--- src/rtl/y86bsd_pkg.sv ---
// Shared types and constants for the Y86 byte-stream decoder.
// Used by every module in rtl/; depends on nothing else.
`default_nettype none

package y86bsd_pkg;

  localparam int unsigned ADDR_W  = 32;
  localparam int unsigned WORD_W  = 32;
  localparam int unsigned LEN_W   = 3;

  // Y86 instruction codes (upper nibble of the opcode byte).
  localparam logic [3:0] IC_HALT  = 4'h0;
  localparam logic [3:0] IC_NOP   = 4'h1;
  localparam logic [3:0] IC_CMOV  = 4'h2;
  localparam logic [3:0] IC_IRMOV = 4'h3;
  localparam logic [3:0] IC_RMMOV = 4'h4;
  localparam logic [3:0] IC_MRMOV = 4'h5;
  localparam logic [3:0] IC_OP    = 4'h6;
  localparam logic [3:0] IC_JXX   = 4'h7;
  localparam logic [3:0] IC_CALL  = 4'h8;
  localparam logic [3:0] IC_RET   = 4'h9;
  localparam logic [3:0] IC_PUSH  = 4'hA;
  localparam logic [3:0] IC_POP   = 4'hB;
  localparam logic [3:0] IC_FIRST_BAD = 4'hC;

  // Highest function code accepted for cmov, OP and jXX.
  localparam logic [3:0] FUN_MAX  = 4'h6;
  // Register nibble pair used when an instruction has no register byte.
  localparam logic [7:0] REG_NONE = 8'hFF;

  // One decoded instruction.
  typedef struct packed {
    logic              is_valid;
    logic [LEN_W-1:0]  instr_length;
    logic [WORD_W-1:0] constant_word;
    logic [3:0]        reg_b;
    logic [3:0]        reg_a;
    logic [3:0]        ifun;
    logic [3:0]        icode;
    logic [ADDR_W-1:0] instr_address;
  } rec_t;

endpackage

`default_nettype wire

--- src/rtl/y86bsd_assembler.sv ---
// Instruction assembly state and record formation for the Y86 decoder.
// Depends on y86bsd_pkg.
`default_nettype none

module y86bsd_assembler
  import y86bsd_pkg::*;
#(
  parameter int unsigned CONST_BYTES = 4
) (
  input  wire logic              clk_i,
  input  wire logic              rst_ni,
  input  wire logic              fire_i,
  input  wire logic [7:0]        byte_i,
  input  wire logic              last_i,
  input  wire logic              cfg_we_i,
  input  wire logic [ADDR_W-1:0] cfg_data_i,
  output rec_t                   rec_o,
  output logic                   rec_valid_o
);

  localparam int unsigned CNT_W = $clog2(CONST_BYTES + 3);

  function automatic logic [CNT_W-1:0] instr_len(input logic [3:0] ic);
    logic [CNT_W-1:0] len;
    case (ic)
      IC_CMOV, IC_OP, IC_PUSH, IC_POP:   len = CNT_W'(2);
      IC_IRMOV, IC_RMMOV, IC_MRMOV:     len = CNT_W'(2 + CONST_BYTES);
      IC_JXX, IC_CALL:                  len = CNT_W'(1 + CONST_BYTES);
      default:                          len = CNT_W'(1);
    endcase
    return len;
  endfunction

  function automatic logic has_regbyte(input logic [3:0] ic);
    return (ic == IC_CMOV) || (ic == IC_IRMOV) || (ic == IC_RMMOV) ||
           (ic == IC_MRMOV) || (ic == IC_OP) || (ic == IC_PUSH) || (ic == IC_POP);
  endfunction

  function automatic logic check_valid(input logic [3:0] ic, input logic [3:0] fn);
    logic ok;
    ok = 1'b1;
    if (ic >= IC_FIRST_BAD) begin
      ok = 1'b0;
    end else if (((ic == IC_CMOV) || (ic == IC_OP) || (ic == IC_JXX)) && (fn > FUN_MAX)) begin
      ok = 1'b0;
    end
    return ok;
  endfunction

  logic [7:0]        opcode_q, opcode_d;
  logic [7:0]        regbyte_q, regbyte_d;
  logic [WORD_W-1:0] const_q, const_d;
  logic [CNT_W-1:0]  left_q, left_d;
  logic [CNT_W-1:0]  idx_q, idx_d;
  logic [ADDR_W-1:0] next_addr_q, next_addr_d;
  logic [ADDR_W-1:0] start_addr_q;

  logic [3:0]        hold_ic;
  logic              hold_reg;
  logic [CNT_W-1:0]  k;
  logic [CNT_W-1:0]  new_len;
  logic [CNT_W-1:0]  emit_len;
  logic [7:0]        emit_op;
  logic [7:0]        emit_rb;
  logic [WORD_W-1:0] emit_k;

  assign hold_ic  = opcode_q[7:4];
  assign hold_reg = has_regbyte(hold_ic);
  assign k        = idx_q - (hold_reg ? CNT_W'(2) : CNT_W'(1));
  assign new_len  = instr_len(byte_i[7:4]);

  always_comb begin
    opcode_d    = opcode_q;
    regbyte_d   = regbyte_q;
    const_d     = const_q;
    left_d      = left_q;
    idx_d       = idx_q;
    next_addr_d = next_addr_q;
    rec_valid_o = 1'b0;
    emit_op     = byte_i;
    emit_rb     = REG_NONE;
    emit_k      = '0;
    emit_len    = CNT_W'(1);

    if (fire_i) begin
      if (left_q == '0) begin
        if (new_len == CNT_W'(1)) begin
          // Single-byte instruction, including unknown opcodes.
          rec_valid_o = 1'b1;
        end else begin
          opcode_d  = byte_i;
          regbyte_d = REG_NONE;
          const_d   = '0;
          left_d    = new_len - CNT_W'(1);
          idx_d     = CNT_W'(1);
        end
      end else begin
        if (hold_reg && (idx_q == CNT_W'(1))) begin
          regbyte_d = byte_i;
        end else if (k < CNT_W'(4)) begin
          const_d = const_q | (WORD_W'(byte_i) << {k[1:0], 3'b000});
        end
        left_d = left_q - CNT_W'(1);
        idx_d  = idx_q + CNT_W'(1);
        if (left_q == CNT_W'(1)) begin
          rec_valid_o = 1'b1;
          emit_op     = opcode_q;
          emit_rb     = regbyte_d;
          emit_k      = const_d;
          emit_len    = instr_len(hold_ic);
          idx_d       = '0;
        end
      end

      if (rec_valid_o) begin
        next_addr_d = next_addr_q + ADDR_W'(emit_len);
      end

      // End of image: drop any partial instruction and rearm for the next one.
      if (last_i) begin
        left_d      = '0;
        idx_d       = '0;
        regbyte_d   = REG_NONE;
        const_d     = '0;
        next_addr_d = start_addr_q;
      end
    end

    if (cfg_we_i && (left_d == '0)) begin
      next_addr_d = cfg_data_i;
    end
  end

  always_comb begin
    rec_o.instr_address = next_addr_q;
    rec_o.icode         = emit_op[7:4];
    rec_o.ifun          = emit_op[3:0];
    rec_o.reg_a         = emit_rb[7:4];
    rec_o.reg_b         = emit_rb[3:0];
    rec_o.constant_word = emit_k;
    rec_o.instr_length  = emit_len[LEN_W-1:0];
    rec_o.is_valid      = check_valid(emit_op[7:4], emit_op[3:0]);
  end

  always_ff @(posedge clk_i or negedge rst_ni) begin
    if (!rst_ni) begin
      opcode_q     <= '0;
      regbyte_q    <= REG_NONE;
      const_q      <= '0;
      left_q       <= '0;
      idx_q        <= '0;
      next_addr_q  <= '0;
      start_addr_q <= '0;
    end else begin
      opcode_q    <= opcode_d;
      regbyte_q   <= regbyte_d;
      const_q     <= const_d;
      left_q      <= left_d;
      idx_q       <= idx_d;
      next_addr_q <= next_addr_d;
      if (cfg_we_i) begin
        start_addr_q <= cfg_data_i;
      end
    end
  end

endmodule

`default_nettype wire

--- src/rtl/y86bsd_out_reg.sv ---
// Result register of the Y86 decoder: holds one record until the receiver takes it.
// Depends on y86bsd_pkg.
`default_nettype none

module y86bsd_out_reg
  import y86bsd_pkg::*;
(
  input  wire logic clk_i,
  input  wire logic rst_ni,
  input  wire logic push_i,
  input  wire rec_t rec_i,
  output logic      ready_o,
  output logic      valid_o,
  input  wire logic take_i,
  output rec_t      rec_o
);

  logic valid_q;
  rec_t rec_q;

  // Space is free when empty, or when the held record leaves this cycle.
  assign ready_o = !valid_q || take_i;
  assign valid_o = valid_q;
  assign rec_o   = rec_q;

  always_ff @(posedge clk_i or negedge rst_ni) begin
    if (!rst_ni) begin
      valid_q <= 1'b0;
    end else if (ready_o) begin
      valid_q <= push_i;
    end
  end

  always_ff @(posedge clk_i) begin
    if (ready_o && push_i) begin
      rec_q <= rec_i;
    end
  end

endmodule

`default_nettype wire

--- src/rtl/y86_byte_stream_decoder.sv ---
// Top level of the Y86 byte-stream decoder: stream ports and configuration port.
// Depends on y86bsd_pkg, y86bsd_assembler and y86bsd_out_reg.
//
// The block takes a Y86 machine-code image one byte per transfer on the slave
// stream (s_axis_tdata carries the byte, s_axis_tlast marks the last byte of the
// image) and produces one record per completed instruction on the master stream.
// A record carries the instruction's address, opcode nibbles, register nibbles,
// little-endian constant, length and a validity flag (in m_axis_tuser).
// One byte is taken per clock cycle when the output side keeps up. The record of
// an instruction appears on the master stream in the cycle after the transfer of
// its last byte. A single result register sits between the two sides. While it
// holds a record that the receiver does not take, every byte is refused; bytes
// are taken again in the cycle in which the held record is transferred, so a
// stall on the master side reaches the slave side in the same cycle.
// The start address is written through the cfg channel, which is always ready; a
// write while no instruction is being assembled also sets the address of the
// next instruction, otherwise it takes effect at the next end of image.
// Reset clears the assembly state, sets the start address to zero and empties
// the result register. At the end of an image a partial instruction is dropped.
`default_nettype none

module y86_byte_stream_decoder
  import y86bsd_pkg::*;
#(
  parameter int unsigned CONST_BYTES = 4
) (
  input  wire logic              clk_i,
  input  wire logic              rst_ni,
  // Byte stream in.
  input  wire logic              s_axis_tvalid,
  output logic                   s_axis_tready,
  input  wire logic [7:0]        s_axis_tdata,   // [7:0] code_byte
  input  wire logic              s_axis_tlast,
  // Record stream out.
  output logic                   m_axis_tvalid,
  input  wire logic              m_axis_tready,
  // [31:0] instr_address, [35:32] icode, [39:36] ifun, [43:40] reg_a,
  // [47:44] reg_b, [79:48] constant_word, [82:80] instr_length, rest zero
  output logic [87:0]            m_axis_tdata,
  output logic                   m_axis_tuser,   // [0] is_valid
  // Start address register write.
  input  wire logic              cfg_valid_i,
  output logic                   cfg_ready_o,
  input  wire logic [ADDR_W-1:0] cfg_data_i
);

  logic in_fire;
  logic rec_valid;
  rec_t rec;
  rec_t out_rec;

  assign in_fire     = s_axis_tvalid && s_axis_tready;
  assign cfg_ready_o = 1'b1;

  y86bsd_assembler #(
    .CONST_BYTES(CONST_BYTES)
  ) u_asm (
    .clk_i      (clk_i),
    .rst_ni     (rst_ni),
    .fire_i     (in_fire),
    .byte_i     (s_axis_tdata),
    .last_i     (s_axis_tlast),
    .cfg_we_i   (cfg_valid_i),
    .cfg_data_i (cfg_data_i),
    .rec_o      (rec),
    .rec_valid_o(rec_valid)
  );

  y86bsd_out_reg u_out (
    .clk_i  (clk_i),
    .rst_ni (rst_ni),
    .push_i (rec_valid),
    .rec_i  (rec),
    .ready_o(s_axis_tready),
    .valid_o(m_axis_tvalid),
    .take_i (m_axis_tready),
    .rec_o  (out_rec)
  );

  assign m_axis_tdata = {5'b0, out_rec.instr_length, out_rec.constant_word,
                         out_rec.reg_b, out_rec.reg_a, out_rec.ifun,
                         out_rec.icode, out_rec.instr_address};
  assign m_axis_tuser = out_rec.is_valid;

endmodule

`default_nettype wire
--- config.mk ---
export PLATFORM = sky130hd
export DESIGN_NAME = y86_byte_stream_decoder
export DESIGN_NICKNAME = d
export VERILOG_FILES = /design/src/rtl/y86bsd_pkg.sv /design/src/rtl/y86bsd_assembler.sv /design/src/rtl/y86bsd_out_reg.sv /design/src/rtl/y86_byte_stream_decoder.sv
export SDC_FILE = /design/constraint.sdc
export NUM_CORES = 1
export LEC_CHECK = 0
export BUFFER_PORTS_ARGS = -buffer_cell sky130_fd_sc_hd__buf_2
export CORE_UTILIZATION = 45
export DETAILED_ROUTE_END_ITERATION = 8
export PLACE_DENSITY = 0.65
export REMOVE_ABC_BUFFERS = 1
export SYNTH_ARGS = -nofsm -noshare
export SYNTH_HDL_FRONTEND = slang
export SYNTH_SLANG_ARGS = --single-unit
--- constraint.sdc ---
create_clock -name clk_i -period 12.7 [get_ports clk_i]
set_input_delay 0.635 -clock clk_i [delete_from_list [all_inputs] [get_ports clk_i]]
set_output_delay 0.635 -clock clk_i [all_outputs]
set_load 0.02 [all_outputs]
# Yosys cells after proc, flatten, opt, wreduce, memory -nomap -nowiden
# Memories as Yosys holds them, arrays and structs flattened.
# Index checks and enable logic that the tools add are counted.
# classes
n_addsub	5
mul	0
n_div	0
order_cmp	3
eq_ne	14
shift	1
mux	34
bitwise_logic	4
reduce_logical	23
# op_table
cell	count
2-to-1 mux 32 bit	9
2-to-1 mux 8 bit	7
2-to-1 mux 3 bit	11
adder 32 x 3 -> 32 bit	1
bitwise OR 32 bit	1
<< shifter 8 x 5 -> 32 bit	1
equality test 4 x 3 -> 1 bit (second input constant)	5
equality test 4 x 2 -> 1 bit (second input constant)	3
equality test 3 x 1 -> 1 bit (second input constant)	3
logical OR 1 bit	9
equality test 4 bit (second input constant)	2
zero test 3 bit	2
2-to-1 mux 1 bit	6
subtractor 3 x 1 -> 3 bit (second input constant)	2
logical AND 1 bit	5
>= comparator 4 bit (second input constant)	1
greater-than comparator 4 x 3 -> 1 bit (second input constant)	1
AND reduction 2 bit	2
adder 3 x 1 -> 3 bit (second input constant)	1
< comparator 3 bit (second input constant)	1
!= test 3 bit (second input constant)	1
NOT 1 bit	3
AND reduction 3 bit	1
nonzero test 3 bit	1
other kinds (5)	5
# totals
regBits	203
latch_bits	0
ramBits	0
rom_bits	96
input_bits	46
elab_cells	102
mem_count	2
# mem_list
memory	depth	word_bits	read_ports	rd_clocked_by_memory_dff	write_ports	line_no	text
(no name shown)	16	3	1	0	0	y86bsd_assembler.sv:25	case (ic)
(no name shown)	16	3	1	0	0	y86bsd_assembler.sv:25	

# Depth between registers and ports, before layout
# logic_depth
depth_word	15
ltp_mapped	14

# Hierarchy
# A second synthesis with hierarchy kept.
# unflattened
cells_unflattened	834
hier_area_um2	9521.6
# modules_own_cells
mod	instances	cells_per_inst	area_each_um2
y86bsd_assembler	1	737	6886.6
y86bsd_out_reg	1	88	2576.2
y86_byte_stream_decoder	1	9	58.8

# Worst setup path after synthesis
# OpenSTA, ideal clock, no wires.
# synth_path
path_kind	in2reg
startpoint	input port s_axis_tdata[7]
endpoint	register u_asm.next_addr_q[26]
setup_ps	125
arrival_ps	7245
required_time_ps	12575
setup_slack_ps	5330
path_stages	11
path_buffers	2
path_cell_list	clkbuf_1 -> a21oi_1 -> mux2_2 -> inv_1 -> ha_1 -> o2111ai_1 -> clkbuf_1 -> a21oi_1 -> and4_1 -> nor3_1 -> mux2_4
# synth_via
elab_chain_cells	10
# synth_rtl
element	line_no	text
start, declared	y86_byte_stream_decoder.sv:32	input wire logic [7:0] s_axis_tdata,
memory (16 x 3 bit) (*)	--	
subtractor 3 x 1 -> 3 bit / equality test 3 x 1 -> 1 bit (equally long branches)	y86bsd_assembler.sv:94, y86bsd_assembler.sv:87	
2-to-1 mux 3 bit	y86bsd_assembler.sv:87	if (new_len == CNT_W'(1)) begin
2-to-1 mux 3 bit	y86bsd_assembler.sv:86	if (left_q == '0) begin
2-to-1 mux 3 bit	y86bsd_assembler.sv:120	if (last_i) begin
2-to-1 mux 3 bit	y86bsd_assembler.sv:85	if (fire_i) begin
zero test 3 bit	y86bsd_assembler.sv:129	if (cfg_we_i && (left_d == '0)) begin
logical AND 1 bit	y86bsd_assembler.sv:129	
nonzero test 3 bit (no line) / nonzero test 2 bit (equally long branches)	--	
AND reduction 2 bit (no line)	--	
end signal, assigned	y86bsd_assembler.sv:160	next_addr_q <= next_addr_d;
end, declared	y86bsd_assembler.sv:55	logic [ADDR_W-1:0] next_addr_q, next_addr_d;
# Every way passes the cells marked *; elsewhere a longest branch is shown, timed or not. The select of a mux whose other input is x is not followed.
# A chain may end at the register's enable or synchronous reset.

# Worst setup path after layout
# layout_path
startpoint	register u_asm.left_q[0]
endpoint	register u_asm.next_addr_q[31]
# layout_via
elab_chain_cells	9
# layout_rtl
element	line_no	text
start, declared	y86bsd_assembler.sv:53	logic [CNT_W-1:0] left_q, left_d;
start signal, assigned	y86bsd_assembler.sv:158	left_q <= left_d;
equality test 3 x 1 -> 1 bit	y86bsd_assembler.sv:105	if (left_q == CNT_W'(1)) begin
2-to-1 mux 3 bit	y86bsd_assembler.sv:105	
2-to-1 mux 3 bit	y86bsd_assembler.sv:86	
2-to-1 mux 3 bit	y86bsd_assembler.sv:85	
adder 32 x 3 -> 32 bit	y86bsd_assembler.sv:116	next_addr_d = next_addr_q + ADDR_W'(emit_len);
2-to-1 mux 32 bit	y86bsd_assembler.sv:115	if (rec_valid_o) begin
2-to-1 mux 32 bit	y86bsd_assembler.sv:120	
2-to-1 mux 32 bit	y86bsd_assembler.sv:85	
2-to-1 mux 32 bit	y86bsd_assembler.sv:129	
# Several ways; a longest one is shown, not always the timed one. The select of a mux whose other input is x is not followed.

==> key figures <==
Pwr
  • Leak: between 4 and 5 nW
  • Combinational share of power: 33.2%
  • Worst vdd ir: 0.107 mV
  • Sequential share of power: 41.1%
  • Cell area power density: 223 nW/um2
  • Clock share of power: approximately 26%
  • Sw Ratio: 35.3%
  • Psw: a little under 0.9 mW
  • Int Power: 1.63 mW

Floorplanning
  • Die X: 149 um
  • Rows: 53
  • Die Ht: about 150 um
  • Starting Density: approximately 46%
  • Die area: 22300 um2
  • Boundary Pins: 138
  • Core area: 21200 um2

Setup path
  • Critical path required time: 13.08 ns
  • Setup crit start kind: register
  • CP Data Arrival Time: 4.35 ns
  • Largest fanout on the critical path: 16
  • R2r endpoint: u_asm.next_addr_q[31]$_DFFE_PN0P_
  • Critical path cell sequence: inv_1 -> ha_1 -> nor2_1 -> nand2_1 -> nor2_1 -> ha_1 -> a211oi_1 -> or2_2 -> a211oi_2 -> or3b_2 -> mux2i_1 -> mux2_4
  • Crit. End Element: register
  • Slowest-stage cell, CP: or3b_2
  • Crit path max-delay family: simple AND/OR/NAND/NOR gates
  • Kind of critical path: register to register
  • Critical path buffers and inverters: 1
  • Worst path max stage delay: 0.50 ns
  • R2r setup slk: between 8 and 9 ns
  • FF-to-FF path depth: 12
  • Reg2reg start: u_asm.left_q[0]$_DFF_PN0_

Clocking
  • CTS clock-pin slew for the worst setup and hold paths: 0.06 ns
  • CTS HTree Levels: 1
  • CTS buffer count: 22
  • Post-CTS Resized: 0
  • CTS tree: built
  • Max Buffers Root-to-Sink: 3
  • Root Buffer: clkbuf_16
  • # clock sinks: approximately 200
  • # hold bufs at CTS: 0
  • Clock Latency Late Sink: roughly 0.5 ns
  • Post-CTS setup buffer count: 0

Routing
  • Vias per cell: 5.52
  • WL final: around 23000 um
  • TritonRoute pass-1 iters: 5
  • DRC viols: 0
  • Wirelength per Cell: 18.1 um
  • Post-DRT Antenna Nets: 0
  • Initial detailed-routing violation count: 482
  • Vias post-DR: 6927

Job
  • Number of max-cap violations: 0

Global route
  • Total gr overflow: 0
  • Vias in the first global route: 6639
  • Total track usage: between 20% and 30%
  • Largest net degree at the start of global routing: 75
  • First-pass GRT wire length: 36200 um
  • Initial antenna violation count: 0

Timing
  • Slew Limit Fails: 0
  • Slew @ Worst Pin: 1.08 ns
  • Final setup fails: 0
  • Post-layout min period: 3.97 ns
  • Fin Clk Skew: 0.0221 ns
  • Slew HR: between 20% and 30%
  • RSZ-0062 raised after global routing: no
  • Fmax: 252 MHz
  • Total Negative Setup Slacks: 0 ns
  • Final Hold Viols: 0
  • Fin crit share: 31.3%
  • PnR worst setup slack: 8.73 ns

Synth
  • Post-synth EDFFs: 84
  • Synth Warn #: 0
  • Simple-Gate Fraction of Synth Area: 12.6%
  • Top-area cell type share of the netlist area: 28.5%
  • Largest family of logic cells by synthesized area: compound AO/OA/AOI/OAI gates
  • Post-synthesis xor/xnor area fraction: 0.0898%
  • Sequential element share of the synthesized area: 56.5%
  • Adder-cell share of the synthesized area: around 1.8%
  • Synth area leader: dfrtp_1
  • Seq cells post-synth: 203
  • Synth Area in Compound Gates: between 10 and 15%
  • Top_reg_cell synth: dfrtp_1
  • Cells after Synth: 851
  • Syn Area/Cell: 11.5 um2
  • Top post-synthesis cells by area: dfrtp_1 (28%), edfxtp_1 (26%), mux2_2 (5.8%), nand2_1 (3.5%), mux2_4 (3.4%)
  • Cell variety after synth: just under 80
  • Synthesized area: about 9700 um2
  • Ys async rst share: 58.6%
  • Post-synthesis mux area share: 12.0%

Layout
  • Non-Filler Cell Area, Final: 11300 um2
  • Most frequent cells in the layout: buf_2 (130), dfrtp_1 (111), nand2_1 (91), edfxtp_1 (84), nor2_1 (76)
  • Fin nets: a little over 1000
  • P&R area growth vs syn: 15.8%
  • Antenna Cells: 0
  • Fraction of layout cells with a size suffix above 1: 27.7%
  • Commonest non-fill, non-tap cell in the layout: buf_2

Placed design
  • Hpwl dp: 14900 um
  • Setup WS pre-CTS: between 8 and 9 ns
  • GPL Wtd Cong: between 0.8 and 0.9
  • Area post-placement: 10600 um2
  • IO buf count: 131

Hold path
  • Worst min path class: primary input to asynchronous set/reset pin

Run status
  • Status: finished clean
==> registers in the layout, indices dropped and copies added (netlist names) <==
name	flops
u_asm.const_q	32
u_asm.idx_q	3
u_asm.left_q	3
u_asm.next_addr_q	32
u_asm.opcode_q	8
u_asm.regbyte_q	8
u_asm.start_addr_q	32
u_out.rec_o	84
u_out.valid_o	1
==> kinds of logic (layout without fill, tap and decap cells) <==
logic type,after synthesis,count (layout)
XOR/XNOR,1,1
flip-flops,203,203
other,2,6
adder cells (fa/ha/maj),13,13
AND/OR/NAND/NOR,257,257
multiplexers,100,100
AO/OA/AOI/OAI,189,189
buffers and inverters,86,210
==> layer usage <==
layer	vias to the layer above	wire (um)	GRT usage (%)
li1	3329	-	-
met4	0	563	6.79
met3	40	1220	2.63
met5	-	0	0
met1	3340	10100	29.1
met2	218	10800	33.3
==> synth_stat cells (7+ instances only) <==
master,count
mux2_4,22
a211oi_1,8
nand4_1,10
nor2_1,77
mux2i_1,28
nand3_1,13
ha_1,11
o22ai_1,13
a21o_1,7
dfstp_2,8
mux2_2,50
edfxtp_1,84
inv_1,27
buf_1,7
nand2_1,91
a21oi_1,57
o21ai_0,45
clkbuf_1,38
dfrtp_1,111
nor3_1,14
==> worst max-delay path by stage <==
| stage | slack [ns] | cells past startpoint | startpoint | to |
|---|---|---|---|---|
| 2_1_floorplan | 5.58 | 8 | s_axis_tdata[6] | u_asm.next_addr_q[26]$_DFFE_PN0P_ |
| 3_3_place_gp | 8.34 | 11 | s_axis_tdata[5] | u_asm.next_addr_q[12]$_DFFE_PN0P_ |
| 3_5_place_dp | 8.25 | 11 | s_axis_tdata[5] | u_asm.next_addr_q[13]$_DFFE_PN0P_ |
| 4_1_cts | 8.76 | 11 | s_axis_tdata[5] | u_asm.next_addr_q[24]$_DFFE_PN0P_ |
| 5_1_grt | 8.43 | 11 | u_asm.left_q[0]$_DFF_PN0_ | u_asm.next_addr_q[18]$_DFFE_PN0P_ |
| 6_report | 8.73 | 12 | u_asm.left_q[0]$_DFF_PN0_ | u_asm.next_addr_q[31]$_DFFE_PN0P_ |
==> per-stage QoR <==
step           std cells  power, mW  hold slack [ns]  util (%)
4_1_cts             1254       2.53            0.159      53.4
2_1_floorplan        797       1.62            0.339         -
5_1_grt             1254       2.67            0.194      53.4
3_5_place_dp        1214       1.88            0.472      49.9
3_3_place_gp        1214       1.86            0.463      49.9
6_report            1254       2.52            0.154      53.4
==> worst reg2reg max path, stage by stage, from the launching register on <==
cell      delay [ns]
dfrtp_1         0.37
inv_1           0.10
ha_1            0.31
nor2_1          0.12
nand2_1         0.42
nor2_1          0.33
ha_1            0.31
a211oi_1        0.12
or2_2           0.40
a211oi_2        0.47
or3b_2          0.50
mux2i_1         0.13
mux2_4          0.26
==> power groups by stage <==
stage	Combinational, mW	Sequential, mW	Clock, mW
3_3_place_gp	0.822	1.04	0
5_1_grt	0.928	1.06	0.687
3_5_place_dp	0.835	1.04	0
4_1_cts	0.839	1.03	0.662
6_report	0.835	1.03	0.648
2_1_floorplan	0.573	1.05	0
==> cell type report <==
| type | instances | area (um2) |
|---|---|---|
| Fill cell | 1833 | 9860 |
| Sequential cell | 203 | 5510 |
| Multi-Input combinational cell | 566 | 3860 |
| Timing Repair Buffer | 142 | 741 |
| Clock buffer | 29 | 598 |
| Tap cell | 275 | 344 |
| Clock inverter | 11 | 134 |
| Inverter | 28 | 105 |
No activity file was read; power rests on OpenSTA's default activity.
